==> config.mk <==
export PLATFORM = sky130hd
export DESIGN_NAME = task_slot_scheduler
export DESIGN_NICKNAME = d
export VERILOG_FILES = /design/src/rtl/core/tss_pkg.sv /design/src/rtl/core/tss_ram.sv /design/src/rtl/core/tss_slot_eval.sv /design/src/rtl/core/task_slot_scheduler.sv
export SDC_FILE = /design/constraint.sdc
export NUM_CORES = 2
export LEC_CHECK = 0
export ABC_AREA = 1
export BUFFER_PORTS_ARGS = -buffer_cell sky130_fd_sc_hd__buf_2
export CORE_MARGIN = 8
export CORE_UTILIZATION = 40
export CTS_CLUSTER_DIAMETER = 150
export DETAILED_ROUTE_END_ITERATION = 12
export PLACE_DENSITY = 0.62
export SLEW_MARGIN = 40
export SYNTH_ARGS = -nofsm -noshare
export SYNTH_HDL_FRONTEND = slang
export SYNTH_SLANG_ARGS = --single-unit
==> constraint.sdc <==
create_clock -name i_clk -period 10.5 [get_ports i_clk]
set_input_delay 1.575 -clock i_clk [delete_from_list [all_inputs] [get_ports i_clk]]
set_output_delay 1.575 -clock i_clk [all_outputs]
set_load 0.05 [all_outputs]
==> src/rtl/core/tss_pkg.sv <==
package tss_pkg;

    localparam logic [2:0] ST_FREE     = 3'd0;
    localparam logic [2:0] ST_READY    = 3'd1;
    localparam logic [2:0] ST_RUNNING  = 3'd2;
    localparam logic [2:0] ST_SLEEPING = 3'd3;
    localparam logic [2:0] ST_DONE     = 3'd5;

    localparam logic [2:0] K_SPAWN    = 3'd0;
    localparam logic [2:0] K_RESCHED  = 3'd1;
    localparam logic [2:0] K_PARKED   = 3'd2;
    localparam logic [2:0] K_KILL     = 3'd3;
    localparam logic [2:0] K_REAP     = 3'd4;
    localparam logic [2:0] K_AFFINITY = 3'd5;

    localparam logic [1:0] PARK_SLEEP = 2'd1;
    localparam logic [1:0] PARK_DONE  = 2'd2;

    localparam logic [1:0] AFF_ANY   = 2'd0;
    localparam logic [1:0] AFF_CORE0 = 2'd1;

    localparam logic [1:0] STS_OK      = 2'd0;
    localparam logic [1:0] STS_REFUSED = 2'd1;
    localparam logic [1:0] STS_NO_SLOT = 2'd2;

    localparam logic [2:0] ACT_NONE     = 3'd0;
    localparam logic [2:0] ACT_CONTINUE = 3'd1;
    localparam logic [2:0] ACT_SWITCH   = 3'd2;
    localparam logic [2:0] ACT_WAIT     = 3'd3;
    localparam logic [2:0] ACT_RELEASE  = 3'd4;

    localparam logic [30:0] PID_INIT = 31'd1;
    localparam logic [30:0] PID_NEXT_RST = 31'd2;

    typedef struct packed {
        logic [2:0]  state;
        logic [30:0] pid;
        logic [1:0]  aff;
        logic [31:0] wake;
        logic        live;
        logic        kill;
        logic [31:0] swc;
    } t_slot;

    localparam int SLOT_W = $bits(t_slot);

    localparam t_slot SLOT0_RST = '{state: ST_RUNNING, pid: PID_INIT, aff: AFF_CORE0,
                                    wake: 32'd0, live: 1'b1, kill: 1'b0, swc: 32'd0};

    typedef struct packed {
        logic used;
        logic match;
        logic passed;
        logic runnable;
    } t_eval;

endpackage

==> src/rtl/core/tss_ram.sv <==
module tss_ram #(
    parameter int WIDTH = 8,
    parameter int DEPTH = 16
) (
    input  logic                                  i_clk,
    input  logic                                  i_we,
    input  logic [(DEPTH > 1 ? $clog2(DEPTH) : 1)-1:0] i_waddr,
    input  logic [WIDTH-1:0]                      i_wdata,
    input  logic [(DEPTH > 1 ? $clog2(DEPTH) : 1)-1:0] i_raddr,
    output logic [WIDTH-1:0]                      o_rdata
);

    logic [WIDTH-1:0] r_mem [DEPTH];
    logic [WIDTH-1:0] r_rdata;

    always_ff @(posedge i_clk) begin
        if (i_we) begin
            r_mem[i_waddr] <= i_wdata;
        end
        r_rdata <= r_mem[i_raddr];
    end

    assign o_rdata = r_rdata;

endmodule

==> src/rtl/core/tss_slot_eval.sv <==
module tss_slot_eval import tss_pkg::*; (
    input  t_slot       i_word,
    input  logic        i_core,
    input  logic [31:0] i_now,
    input  logic [30:0] i_key,
    output t_eval       o_ev
);

    logic [31:0] w_diff;
    logic        w_aff_ok;
    logic        w_state_ok;

    assign w_diff = i_now - i_word.wake;

    always_comb begin
        if (i_word.aff == AFF_ANY) begin
            w_aff_ok = 1'b1;
        end else if (i_word.aff == AFF_CORE0) begin
            w_aff_ok = !i_core;
        end else begin
            w_aff_ok = i_core;
        end
    end

    assign o_ev.used   = i_word.state != ST_FREE;
    assign o_ev.match  = o_ev.used && (i_word.pid == i_key);
    assign o_ev.passed = !w_diff[31];
    assign w_state_ok  = (i_word.state == ST_READY) ||
                         ((i_word.state == ST_SLEEPING) && o_ev.passed);
    assign o_ev.runnable = !i_word.live && w_state_ok && w_aff_ok;

endmodule

==> src/rtl/core/task_slot_scheduler.sv <==
// Channel   Dir  Handshake                  Payload
// s_axis    in   s_axis_tvalid/tready       tdata: kind, core, target_pid, affinity,
//                                           park_as, sleep_ms, now_ms
// m_axis    out  m_axis_tvalid/tready       tdata: status, action, result_pid, result_slot
// cfg       in   i_cfg_valid/o_cfg_ready    i_cfg_data: shell_pid
//
// Spawn, parked, kill, reap, affinity: one scan of the slot RAM.
// Reschedule: two scans of the slot RAM (find, then choose).
// Slot RAM has one read port and is scanned one entry per cycle.
// Reset: per-slot valid bits clear at once, no clearing pass; input is taken right away.
// A result waiting on m_axis stalls only the last step of the next item.
module task_slot_scheduler import tss_pkg::*; #(
    parameter int TASK_SLOTS = 16,
    parameter int CORE_COUNT = 2
) (
    input  logic         i_clk,
    input  logic         i_rst_n,
    input  logic         s_axis_tvalid,
    output logic         s_axis_tready,
    // kind[2:0], core[3], target_pid[34:4], affinity[36:35], park_as[38:37],
    // sleep_ms[70:39], now_ms[102:71], zero pad[103]
    input  logic [103:0] s_axis_tdata,
    output logic         m_axis_tvalid,
    input  logic         m_axis_tready,
    // status[1:0], action[4:2], result_pid[35:5], result_slot[39:36]
    output logic [39:0]  m_axis_tdata,
    input  logic         i_cfg_valid,
    output logic         o_cfg_ready,
    input  logic [30:0]  i_cfg_data
);

    localparam int SW  = $clog2(TASK_SLOTS);
    localparam int CIW = (CORE_COUNT > 1) ? $clog2(CORE_COUNT) : 1;
    localparam logic [SW:0] N_SLOTS = (SW + 1)'(TASK_SLOTS);

    typedef enum logic [5:0] {
        S_IDLE  = 6'b000001,
        S_SCAN1 = 6'b000010,
        S_WB    = 6'b000100,
        S_SCAN2 = 6'b001000,
        S_FIN   = 6'b010000,
        S_OUT   = 6'b100000
    } t_fsm;

    t_fsm r_fsm, n_fsm;

    logic [2:0]  r_kind;
    logic        r_core;
    logic [30:0] r_tpid;
    logic [1:0]  r_aff;
    logic [1:0]  r_park;
    logic [31:0] r_sleep;
    logic [31:0] r_now;

    logic [30:0] r_shell;
    logic [30:0] r_npid, n_npid;
    logic [30:0] r_run_pid [CORE_COUNT];
    logic [30:0] n_run_pid [CORE_COUNT];
    logic [CORE_COUNT-1:0] r_idle, n_idle;
    logic [TASK_SLOTS-1:0] r_valid;

    logic [SW:0]   r_cnt, n_cnt;
    logic          r_ev, n_ev;
    logic          r_ev_vld, n_ev_vld;
    logic [SW-1:0] r_eidx, n_eidx;

    logic          r_hit, n_hit;
    logic [SW-1:0] r_hidx, n_hidx;
    t_slot         r_hword, n_hword;
    logic          r_fr_hit, n_fr_hit;
    logic [SW-1:0] r_fr_idx, n_fr_idx;
    logic          r_dn_hit, n_dn_hit;
    logic [SW-1:0] r_dn_idx, n_dn_idx;
    logic [30:0]   r_dn_pid, n_dn_pid;

    logic [SW:0]   r_start, n_start;
    t_slot         r_me_word, n_me_word;
    logic          r_hi_hit, n_hi_hit;
    logic [SW-1:0] r_hi_idx, n_hi_idx;
    t_slot         r_hi_word, n_hi_word;
    logic          r_lo_hit, n_lo_hit;
    logic [SW-1:0] r_lo_idx, n_lo_idx;
    t_slot         r_lo_word, n_lo_word;

    logic [1:0]    r_res_sts, n_res_sts;
    logic [2:0]    r_res_act, n_res_act;
    logic [30:0]   r_res_pid, n_res_pid;
    logic [SW-1:0] r_res_slot, n_res_slot;

    logic          r_ov, n_ov;
    logic [1:0]    r_o_sts;
    logic [2:0]    r_o_act;
    logic [30:0]   r_o_pid;
    logic [3:0]    r_o_slot;

    logic              w_we;
    logic [SW-1:0]     w_waddr;
    t_slot             w_wdata;
    logic [SW-1:0]     w_raddr;
    logic [SLOT_W-1:0] w_ram_q;
    t_slot             w_rd;
    t_slot             w_ev_word;
    t_eval             w_ev;
    logic [CIW-1:0]    w_c;
    logic              w_core_bit;
    logic [30:0]       w_key;
    logic              w_issue;
    logic              w_scan_done;
    logic              w_load;
    logic [SW+3:0]     w_slot_ext;
    t_slot             w_tmp;
    logic              w_nx_hit;
    logic [SW-1:0]     w_nx_idx;
    t_slot             w_nx_word;
    logic [30:0]       w_pid_inc;

    assign w_c        = (CORE_COUNT > 1) ? CIW'(r_core) : '0;
    assign w_core_bit = (CORE_COUNT > 1) ? r_core : 1'b0;
    assign w_key      = (r_kind == K_RESCHED) ? r_run_pid[w_c] : r_tpid;
    assign w_issue    = ((r_fsm == S_SCAN1) || (r_fsm == S_SCAN2)) && (r_cnt < N_SLOTS);
    assign w_raddr    = r_cnt[SW-1:0];
    assign w_scan_done = (r_cnt == N_SLOTS) && !r_ev;
    assign w_rd       = r_ev_vld ? t_slot'(w_ram_q) :
                        ((r_eidx == '0) ? SLOT0_RST : t_slot'('0));
    assign w_ev_word  = (r_fsm == S_FIN) ? r_me_word : w_rd;
    assign w_load     = !r_ov || m_axis_tready;
    assign w_nx_hit   = r_hi_hit || r_lo_hit;
    assign w_nx_idx   = r_hi_hit ? r_hi_idx : r_lo_idx;
    assign w_nx_word  = r_hi_hit ? r_hi_word : r_lo_word;
    assign w_pid_inc  = r_npid + 31'd1;
    assign w_slot_ext = {4'd0, r_res_slot};

    tss_ram #(.WIDTH(SLOT_W), .DEPTH(TASK_SLOTS)) u_ram (
        .i_clk   (i_clk),
        .i_we    (w_we),
        .i_waddr (w_waddr),
        .i_wdata (w_wdata),
        .i_raddr (w_raddr),
        .o_rdata (w_ram_q)
    );

    tss_slot_eval u_eval (
        .i_word (w_ev_word),
        .i_core (w_core_bit),
        .i_now  (r_now),
        .i_key  (w_key),
        .o_ev   (w_ev)
    );

    always_comb begin
        n_fsm      = r_fsm;
        n_npid     = r_npid;
        n_run_pid  = r_run_pid;
        n_idle     = r_idle;
        n_cnt      = r_cnt;
        n_ev       = 1'b0;
        n_ev_vld   = r_ev_vld;
        n_eidx     = r_eidx;
        n_hit      = r_hit;
        n_hidx     = r_hidx;
        n_hword    = r_hword;
        n_fr_hit   = r_fr_hit;
        n_fr_idx   = r_fr_idx;
        n_dn_hit   = r_dn_hit;
        n_dn_idx   = r_dn_idx;
        n_dn_pid   = r_dn_pid;
        n_start    = r_start;
        n_me_word  = r_me_word;
        n_hi_hit   = r_hi_hit;
        n_hi_idx   = r_hi_idx;
        n_hi_word  = r_hi_word;
        n_lo_hit   = r_lo_hit;
        n_lo_idx   = r_lo_idx;
        n_lo_word  = r_lo_word;
        n_res_sts  = r_res_sts;
        n_res_act  = r_res_act;
        n_res_pid  = r_res_pid;
        n_res_slot = r_res_slot;
        n_ov       = r_ov && !m_axis_tready;
        w_we       = 1'b0;
        w_waddr    = r_hidx;
        w_wdata    = r_hword;
        w_tmp      = r_hword;

        if (w_issue) begin
            n_cnt    = r_cnt + 1'b1;
            n_ev     = 1'b1;
            n_eidx   = w_raddr;
            n_ev_vld = r_valid[w_raddr];
        end

        case (r_fsm)
            S_IDLE: begin
                if (s_axis_tvalid) begin
                    n_cnt      = '0;
                    n_hit      = 1'b0;
                    n_fr_hit   = 1'b0;
                    n_dn_hit   = 1'b0;
                    n_res_sts  = STS_OK;
                    n_res_act  = ACT_NONE;
                    n_res_pid  = '0;
                    n_res_slot = '0;
                    if (s_axis_tdata[2:0] > K_AFFINITY) begin
                        n_res_sts = STS_REFUSED;
                        n_fsm     = S_OUT;
                    end else begin
                        n_fsm = S_SCAN1;
                    end
                end
            end
            S_SCAN1: begin
                if (r_ev) begin
                    if (r_kind == K_SPAWN) begin
                        if (w_rd.state == ST_FREE && !r_fr_hit) begin
                            n_fr_hit = 1'b1;
                            n_fr_idx = r_eidx;
                        end
                        if (w_rd.state == ST_DONE && (!r_dn_hit || w_rd.pid < r_dn_pid)) begin
                            n_dn_hit = 1'b1;
                            n_dn_idx = r_eidx;
                            n_dn_pid = w_rd.pid;
                        end
                    end else if (w_ev.match && !r_hit && w_key != '0) begin
                        n_hit   = 1'b1;
                        n_hidx  = r_eidx;
                        n_hword = w_rd;
                    end
                end
                if (w_scan_done) begin
                    n_fsm = S_WB;
                end
            end
            S_WB: begin
                n_fsm = S_OUT;
                case (r_kind)
                    K_SPAWN: begin
                        if (!r_fr_hit && !r_dn_hit) begin
                            n_res_sts = STS_NO_SLOT;
                        end else begin
                            w_we    = 1'b1;
                            w_waddr = r_fr_hit ? r_fr_idx : r_dn_idx;
                            w_wdata = '{state: ST_READY, pid: r_npid, aff: r_aff,
                                        wake: 32'd0, live: 1'b0, kill: 1'b0, swc: 32'd0};
                            n_npid     = (w_pid_inc == '0) ? PID_INIT : w_pid_inc;
                            n_res_pid  = r_npid;
                            n_res_slot = w_waddr;
                        end
                    end
                    K_RESCHED: begin
                        if (r_hword.state == ST_RUNNING) begin
                            if (r_park == PARK_SLEEP) begin
                                w_tmp.state = ST_SLEEPING;
                                w_tmp.wake  = r_now + r_sleep;
                            end else if (r_park == PARK_DONE) begin
                                w_tmp.state = ST_DONE;
                            end else begin
                                w_tmp.state = ST_READY;
                            end
                        end
                        w_we      = r_hit;
                        w_wdata   = w_tmp;
                        n_me_word = w_tmp;
                        if (r_hit && !(r_hword.state == ST_DONE && !r_idle[w_c])) begin
                            n_start = {1'b0, r_hidx} + 1'b1;
                        end else begin
                            n_start = '0;
                        end
                        n_cnt    = '0;
                        n_hi_hit = 1'b0;
                        n_lo_hit = 1'b0;
                        n_fsm    = S_SCAN2;
                    end
                    default: begin
                        if (!r_hit) begin
                            n_res_sts = STS_REFUSED;
                        end else if (r_kind == K_PARKED) begin
                            w_tmp.live = 1'b0;
                            w_we       = 1'b1;
                        end else if (r_kind == K_KILL) begin
                            if (r_hword.pid == PID_INIT || r_hword.state == ST_DONE ||
                                (r_shell != '0 && r_hword.pid == r_shell)) begin
                                n_res_sts = STS_REFUSED;
                            end else begin
                                w_tmp.kill = 1'b1;
                                if (r_hword.state == ST_SLEEPING) begin
                                    w_tmp.wake  = r_now;
                                    w_tmp.state = ST_READY;
                                end
                                w_we = 1'b1;
                            end
                        end else if (r_kind == K_REAP) begin
                            if (r_hword.state != ST_DONE) begin
                                n_res_sts = STS_REFUSED;
                            end else begin
                                w_tmp.state = ST_FREE;
                                w_we        = 1'b1;
                            end
                        end else begin
                            w_tmp.aff = r_aff;
                            w_we      = 1'b1;
                        end
                        w_wdata = w_tmp;
                    end
                endcase
            end
            S_SCAN2: begin
                if (r_ev && w_ev.used && w_ev.runnable) begin
                    if ({1'b0, r_eidx} >= r_start) begin
                        if (!r_hi_hit) begin
                            n_hi_hit  = 1'b1;
                            n_hi_idx  = r_eidx;
                            n_hi_word = w_rd;
                        end
                    end else if (!r_lo_hit) begin
                        n_lo_hit  = 1'b1;
                        n_lo_idx  = r_eidx;
                        n_lo_word = w_rd;
                    end
                end
                if (w_scan_done) begin
                    n_fsm = S_FIN;
                end
            end
            S_FIN: begin
                n_fsm   = S_OUT;
                w_waddr = r_hidx;
                w_tmp   = r_me_word;
                w_tmp.state = ST_RUNNING;
                w_wdata = w_tmp;
                if (!w_nx_hit) begin
                    if (r_hit && (r_me_word.state == ST_READY ||
                        (r_me_word.state == ST_SLEEPING && w_ev.passed))) begin
                        w_we       = 1'b1;
                        n_res_act  = ACT_CONTINUE;
                        n_res_pid  = r_me_word.pid;
                        n_res_slot = r_hidx;
                    end else if (r_hit && r_me_word.state == ST_SLEEPING) begin
                        n_res_act = ACT_WAIT;
                    end else if (r_hit && r_me_word.state == ST_DONE) begin
                        if (r_idle[w_c]) begin
                            n_idle[w_c]    = 1'b0;
                            n_run_pid[w_c] = '0;
                            n_res_act      = ACT_RELEASE;
                        end else begin
                            n_res_act = ACT_WAIT;
                        end
                    end
                end else if (r_hit && w_nx_idx == r_hidx) begin
                    w_we       = 1'b1;
                    n_res_act  = ACT_CONTINUE;
                    n_res_pid  = r_me_word.pid;
                    n_res_slot = r_hidx;
                end else begin
                    w_tmp       = w_nx_word;
                    w_tmp.state = ST_RUNNING;
                    w_tmp.live  = 1'b1;
                    w_tmp.swc   = w_nx_word.swc + 32'd1;
                    w_we        = 1'b1;
                    w_waddr     = w_nx_idx;
                    w_wdata     = w_tmp;
                    n_run_pid[w_c] = w_nx_word.pid;
                    if (!r_hit) begin
                        n_idle[w_c] = 1'b1;
                    end
                    n_res_act  = ACT_SWITCH;
                    n_res_pid  = w_nx_word.pid;
                    n_res_slot = w_nx_idx;
                end
            end
            S_OUT: begin
                if (w_load) begin
                    n_ov  = 1'b1;
                    n_fsm = S_IDLE;
                end
            end
            default: begin
                n_fsm = S_IDLE;
            end
        endcase
    end

    always_ff @(posedge i_clk) begin
        if (!i_rst_n) begin
            r_fsm     <= S_IDLE;
            r_shell   <= '0;
            r_npid    <= PID_NEXT_RST;
            r_idle    <= '0;
            r_valid   <= '0;
            r_ov      <= 1'b0;
            r_ev      <= 1'b0;
            r_cnt     <= '0;
            for (int k = 0; k < CORE_COUNT; k++) begin
                r_run_pid[k] <= (k == 0) ? PID_INIT : '0;
            end
        end else begin
            r_fsm     <= n_fsm;
            r_npid    <= n_npid;
            r_idle    <= n_idle;
            r_ov      <= n_ov;
            r_ev      <= n_ev;
            r_cnt     <= n_cnt;
            r_run_pid <= n_run_pid;
            if (i_cfg_valid) begin
                r_shell <= i_cfg_data;
            end
            if (w_we) begin
                r_valid[w_waddr] <= 1'b1;
            end
        end
    end

    always_ff @(posedge i_clk) begin
        if (r_fsm == S_IDLE && s_axis_tvalid) begin
            r_kind  <= s_axis_tdata[2:0];
            r_core  <= s_axis_tdata[3];
            r_tpid  <= s_axis_tdata[34:4];
            r_aff   <= s_axis_tdata[36:35];
            r_park  <= s_axis_tdata[38:37];
            r_sleep <= s_axis_tdata[70:39];
            r_now   <= s_axis_tdata[102:71];
        end
        r_ev_vld   <= n_ev_vld;
        r_eidx     <= n_eidx;
        r_hit      <= n_hit;
        r_hidx     <= n_hidx;
        r_hword    <= n_hword;
        r_fr_hit   <= n_fr_hit;
        r_fr_idx   <= n_fr_idx;
        r_dn_hit   <= n_dn_hit;
        r_dn_idx   <= n_dn_idx;
        r_dn_pid   <= n_dn_pid;
        r_start    <= n_start;
        r_me_word  <= n_me_word;
        r_hi_hit   <= n_hi_hit;
        r_hi_idx   <= n_hi_idx;
        r_hi_word  <= n_hi_word;
        r_lo_hit   <= n_lo_hit;
        r_lo_idx   <= n_lo_idx;
        r_lo_word  <= n_lo_word;
        r_res_sts  <= n_res_sts;
        r_res_act  <= n_res_act;
        r_res_pid  <= n_res_pid;
        r_res_slot <= n_res_slot;
        if (r_fsm == S_OUT && w_load) begin
            r_o_sts  <= r_res_sts;
            r_o_act  <= r_res_act;
            r_o_pid  <= r_res_pid;
            r_o_slot <= w_slot_ext[3:0];
        end
    end

    assign s_axis_tready = r_fsm == S_IDLE;
    assign o_cfg_ready   = 1'b1;
    assign m_axis_tvalid = r_ov;
    assign m_axis_tdata  = {r_o_slot, r_o_pid, r_o_act, r_o_sts};

endmodule

# After elaboration in Yosys (flattened, before gate mapping)
# Memories as Yosys holds them, arrays and structs flattened. A register that Yosys moved wholly into a read port is not among the register bits.
# Index checks and enable logic that the tools add are counted.
[totals] regBits=806 output_inout_bits=43 mem_bits_rw=1632 inputBits=140 memories=1
[memory_table] name="u_ram.r_mem" words=16 word_bits=102 rd=1 rd_clocked_by_memory_dff=1 wr=1 line_no="tss_ram.sv:13" rtl="logic [WIDTH-1:0] r_mem [DEPTH];"
[classes] reduce_logical=79 eq_ne=56 n_bitwise=12 n_mux=149 n_lt_le_gt_ge=11 add_sub_neg=6
[ops] op="$pmux 102 s2" n=2
[ops] op="$mux 31" n=12
[ops] op="$mux 62" n=6
[ops] op="$mux 102" n=3
[ops] op="$mux 99" n=3
[ops] op="$mux 32" n=5
[ops] op="$mux 101" n=1
[ops] op="$pmux 31 s3" n=1
[ops] op="$and 62x62->62" n=1
[ops] op="$bwmux 62" n=1
[ops] op="$eq 31x31->1" n=2
[ops] op="$not 62->62" n=1
[ops] op="$reduce_bool 31->1" n=2
[ops] op="$mux 3" n=16
[ops] op="$mux 4" n=11
[ops] op="$mux 1" n=41
[ops] op="$mux 2" n=18
[ops] op="$mux 36" n=1
[ops] op="$mux 6" n=6
[ops] op="$pmux 6 s6" n=1
[ops] op="$mux 34" n=1
[ops] op="$add 32x1->32 const B" n=1
[ops] op="$add 32x32->32" n=1
[ops] op="$reduce_and 4->1" n=8
[ops] op="other kinds (67)" n=168

# Depth between registers and ports, before layout
[logic_depth] word_depth=14 mapped_depth=29 ltp_nobuf=24

# By module
# From an unflattened synthesis, not the netlist that was laid out.
[hier_totals] hier_cells=11326 hier_area_um2=112575.5
[modules_own_cells] module="tss_ram" area_each_um2=71597.4 instances=1 cells_per_inst=6693
[modules_own_cells] module="task_slot_scheduler" area_each_um2=39631.8 instances=1 cells_per_inst=4409
[modules_own_cells] module="tss_slot_eval" area_each_um2=1346.3 instances=1 cells_per_inst=224

# Worst setup path after synthesis
# No wires, ideal clock.
[synth_path] kind="register to register" from="reg r_fsm[2]" to="reg r_hi_idx[0] (enable)" stages_incl_launch_ff=21 arrival_time_ps=7477 t_required_ps=9919 period_less_slack_ps=8058 n_path_buf=4 setup_slack_ps=2442 cell_sequence="dfxtp_1 -> nor2_4 -> nand3_2 -> buf_2 -> clkbuf_1 -> clkbuf_1 -> buf_1 -> nand2_1 -> o21ai_0 -> ha_1 -> a21oi_1 -> nor2_1 -> a211oi_1 -> nand2_1 -> nand2_1 -> nand2_1 -> nand2_1 -> nand3_1 -> nand3_1 -> nand3_1 -> nor3_1"
[synth_via] elab_chain_len=10 word_cells_on_any_way=20 cone_classes="add/sub: 1; eq/ne: 5; mux: 3; reduce/logical: 11"
[synth_rtl] element="start: declaration" line_no="task_slot_scheduler.sv:45" rtl="t_fsm r_fsm, n_fsm;"
[synth_rtl] element="start signal: assignment" line_no="task_slot_scheduler.sv:396" rtl="r_fsm <= n_fsm;"
[synth_rtl] element="$eq 6x5->1" line_no="task_slot_scheduler.sv:125" rtl="assign w_ev_word = (r_fsm == S_FIN) ? r_me_word : w_rd;"
[synth_rtl] element="$mux 102" line_no="task_slot_scheduler.sv:125"
[synth_rtl] element="$sub 32x32->32" line_no="tss_slot_eval.sv:13" rtl="assign w_diff = i_now - i_word.wake;"
[synth_rtl] element="$logic_not 1->1" line_no="tss_slot_eval.sv:27" rtl="assign o_ev.passed = !w_diff[31];"
[synth_rtl] element="$logic_and 1x1->1" line_no="tss_slot_eval.sv:29" rtl="((i_word.state == ST_SLEEPING) && o_ev.passed);"
[synth_rtl] element="$logic_or 1x1->1" line_no="tss_slot_eval.sv:28" rtl="assign w_state_ok = (i_word.state == ST_READY) ||"
[synth_rtl] element="$logic_and 1x1->1 (2 in a row)" line_no="tss_slot_eval.sv:30" rtl="assign o_ev.runnable = !i_word.live && w_state_ok && w_aff_ok;"
[synth_rtl] element="$logic_and 1x1->1" line_no="task_slot_scheduler.sv:307" rtl="if (r_ev && w_ev.used && w_ev.runnable) begin"
[synth_rtl] element="$reduce_and 4->1 (no source line) *"
[synth_rtl] element="end signal: assignment" line_no="task_slot_scheduler.sv:435" rtl="r_hi_idx <= n_hi_idx;"
[synth_rtl] element="end: declaration" line_no="task_slot_scheduler.sv:79" rtl="logic [SW-1:0] r_hi_idx, n_hi_idx;"
# Every way passes the cells marked *; elsewhere a longest branch is shown, timed or not.
# A chain may end at the register's enable or synchronous reset.

# Worst setup path after layout
[layout_path] from="reg r_fsm[4]" to="mem u_ram.r_mem[6][78] in the netlist's numbering (enable)"
[layout_via] elab_chain_len=12 word_cells_on_any_way=14 cone_classes="add/sub: 1; eq/ne: 2; mux: 7; reduce/logical: 4"
[layout_rtl] element="$eq 6x5->1" line_no="task_slot_scheduler.sv:125, task_slot_scheduler.sv:192"
[layout_rtl] element="$mux 102" line_no="task_slot_scheduler.sv:125"
[layout_rtl] element="$sub 32x32->32" line_no="tss_slot_eval.sv:13"
[layout_rtl] element="$logic_not 1->1" line_no="tss_slot_eval.sv:27"
[layout_rtl] element="$logic_and 1x1->1" line_no="task_slot_scheduler.sv:332" rtl="(r_me_word.state == ST_SLEEPING && w_ev.passed))) begin"
[layout_rtl] element="$logic_or 1x1->1" line_no="task_slot_scheduler.sv:331" rtl="if (r_hit && (r_me_word.state == ST_READY ||"
[layout_rtl] element="$logic_and 1x1->1" line_no="task_slot_scheduler.sv:331"
[layout_rtl] element="$mux 1" line_no="task_slot_scheduler.sv:331"
[layout_rtl] element="$mux 1" line_no="task_slot_scheduler.sv:330" rtl="if (!w_nx_hit) begin"
[layout_rtl] element="$pmux 1 s2" line_no="task_slot_scheduler.sv:192" rtl="case (r_fsm)"
[layout_rtl] element="$mux 1" line_no="tss_ram.sv:17" rtl="if (i_we) begin"
[layout_rtl] element="$mux 1 (not written as such)" line_no="tss_ram.sv:18" rtl="r_mem[i_waddr] <= i_wdata;"
[layout_rtl] element="end: declaration" line_no="tss_ram.sv:13"
# Several ways; a longest one is shown, not always the timed one.

==> metrics <==
run status=complete, no violations; Setup CP Type=reg2reg; Std-Cell Rows=161; TritonCTS clock tree=yes; Crit-path slowest cell=inv_2; input/output buffers=180; drt total wl=224000 um; footprint of the multi-input gates=0.0212 mm2; LEAKAGE=30.7 nW; die area=0.208 mm2; overall power=0.0153 W; EDFF count, synth=1621; Die X=456 um; Max clock buf depth=3; CP delay by family, top=buffers and inverters; pin count of the biggest net entering global routing=157; largest family of logic cells by synthesized area=compound AO/OA/AOI/OAI gates; synthesis-stage register bit count=1845; ANT nets after route=0; Syn-to-layout area delta=12.8%; drt pass-1 iters=6; RSZ-0062 raised after global routing=false; top-level port count=183; initial antenna violation count=10; DP Wirelength=139000 um; dpl cells=9157; postcts setup bufs=0; final hold violation count=0; most frequent cells in the layout=edfxtp_1, nand2_1, o21ai_0; Pwr per Cell Area=176 mW/mm2; mapped cell area=0.0774 mm2; Synth Area in Compound Gates=12.9%; core footprint=0.192 mm2; slowest stage delay, CP=0.87 ns; WP data arrival=6.90 ns; fillcell total=17200; sequential cell area=0.0532 mm2; sequential fraction of the synthesis area=68.7%; # resized after CTS=0; Tcrit/Tclk final=61.6%; routed len/inst=23.6 um; layout cell share with drive strength beyond 1=10.2%; required time worst endpoint=10.93 ns; CP Buf/Inv Count=7; iteration-0 DRC count of the detailed router=6407; CTS Buf Count=178; Synth Area in Simple Gates=11.3%; cells after synthesis=6703; critical path, cell by cell=inv_1 > nor2_1 > nand3_4 > buf_4 > inv_2 > nand3_4 > inv_2 > nand2_1 > o21ai_1 > inv_2 > nand3_4 > nand2_1 > nor2_1 > nand2_1 > inv_4 > buf_4; Post-CTS Hold Fix Bufs=0; first-pass GRT wire length=329000 um; Worst path depth=16; GRT overflow=0; Via-to-Cell Ratio=5.69; CP Max Fanout=63; Hold WC Path Type=reg2reg; Setup-failing EPs final=0; Worst-path clk slew=0.06 ns; CP Launch Type=register; Clock Tree Root=clkbuf_16; NumNets Final=7052; worst rel slew slack=42.8%; Max Cap Violations=0; Total GRT Usage=20.5%; DRC=0; CTS sink count=1845; mux cell area share after synthesis=0.272%; most common cell after layout, fill and taps aside=edfxtp_1; Die H=456 um; Post-Synth XOR/XNOR Area=1.02%; Final Max Tran Viols=0; warnings from Yosys=0; maximum vdd ir drop=0.138 mV; RD Place Congestion=0.933; Initial Util=40.2%; vias=54000; Max Fclk=0.155 GHz; Top FF cell, synth=edfxtp_1; Hold Crit Depth=0; syn_nets=6943; count of cell types in the netlist=72; fin crit period=6.47 ns; Mean Syn Cell Area=11.5 um2; R2R depth=16; clock skew=0.0295 ns; Synth Area in Adders=1.63%; CTS H-tree depth=4; Non-Filler Instances=9489; setup TNS=0 ns; Clk Latency, worst-skew pair=0.82 ns; Post-synth ARST share=0%; Worst-Margin Slew=0.858 ns; Critical Path Sink Type=register; vias in the first global route=51000
## through the flow
step / setup slack [ns] / hold slack [ns] / instance area (um2) / util (%)
after global placement: 3.68 / 0.410 / 80900 / 42.1
after global routing: 3.75 / 0.441 / 87200 / 45.3
after CTS: 4.07 / 0.425 / 87200 / 45.3
after floorplan: 2.44 / 0.400 / 77400 / -
final: 4.03 / 0.423 / 87200 / 45.3
after detailed placement: 4.07 / 0.407 / 81300 / 42.3
## per-layer routing
| layer | vias up | track usage, % | wire (um) |
|---|---|---|---|
| met5 | - | 0 | 10 |
| met4 | 2 | 7.28 | 7780 |
| met3 | 410 | 3.31 | 19300 |
| met2 | 2470 | 32.5 | 103000 |
| met1 | 26700 | 28.8 | 94100 |
| li1 | 24400 | - | - |
## state kept, by name (all words and copies together) (netlist names), 62 cells and up, named ones only
name,cells
u_ram.r_mem,1104
r_hword,69
r_me_word,69
u_ram.o_rdata,69
r_hi_word,65
r_lo_word,65
r_run_pid,62
## cell type report
type / instances / area share (%)
Sequential cell: 1845 / 61.0
Multi-Input combinational cell: 4021 / 24.3
Clock buffer: 246 / 5.78
Tap cell: 2526 / 3.62
Timing Repair Buffer: 313 / 2.44
Inverter: 453 / 2.01
Clock inverter: 83 / 0.905
Antenna cell: 2 / 0.00574
## synthesized netlist by cell type, types with 77 or more instances
master | count | share of area (%)
o211ai_1 | 77 | 0.75
a21oi_1 | 261 | 1.7
dfxtp_1 | 224 | 5.8
o221ai_1 | 138 | 1.6
o22ai_1 | 237 | 1.9
nand3_1 | 229 | 1.5
nor2_1 | 769 | 3.7
edfxtp_1 | 1621 | 63
inv_1 | 431 | 2.1
clkbuf_1 | 324 | 1.6
o21ai_0 | 854 | 5.5
nand2_1 | 905 | 4.4
ha_1 | 99 | 1.6
## report_power, final
group	internal, W	switching [W]	total, W
Combinational	0.000230	0.000550	0.000780
Clock	0.00370	0.00273	0.00643
Sequential	0.00801	0.0000872	0.00810
Total	0.0119	0.00337	0.0153
## kinds of logic after synthesis
family,Yosys count
AOI/OAI and AO/OA,1713
xor gates and xnor gates,90
adders and majority gates,100
buffers and inverters,837
DFF,1845
muxes,21
other,1
and+or+nand+nor,2096
## worst paths after layout
check / startpoint / to / slack, ns
max: r_fsm[4] / u_ram.r_mem[6][78] / 4.03
min: r_res_slot[3] / r_o_slot[3] / 0.42
max reg2reg: r_fsm[4] / u_ram.r_mem[6][78] / 4.03
min reg2reg: r_res_slot[3] / r_o_slot[3] / 0.42
No activity file was read; power rests on OpenSTA's default activity.
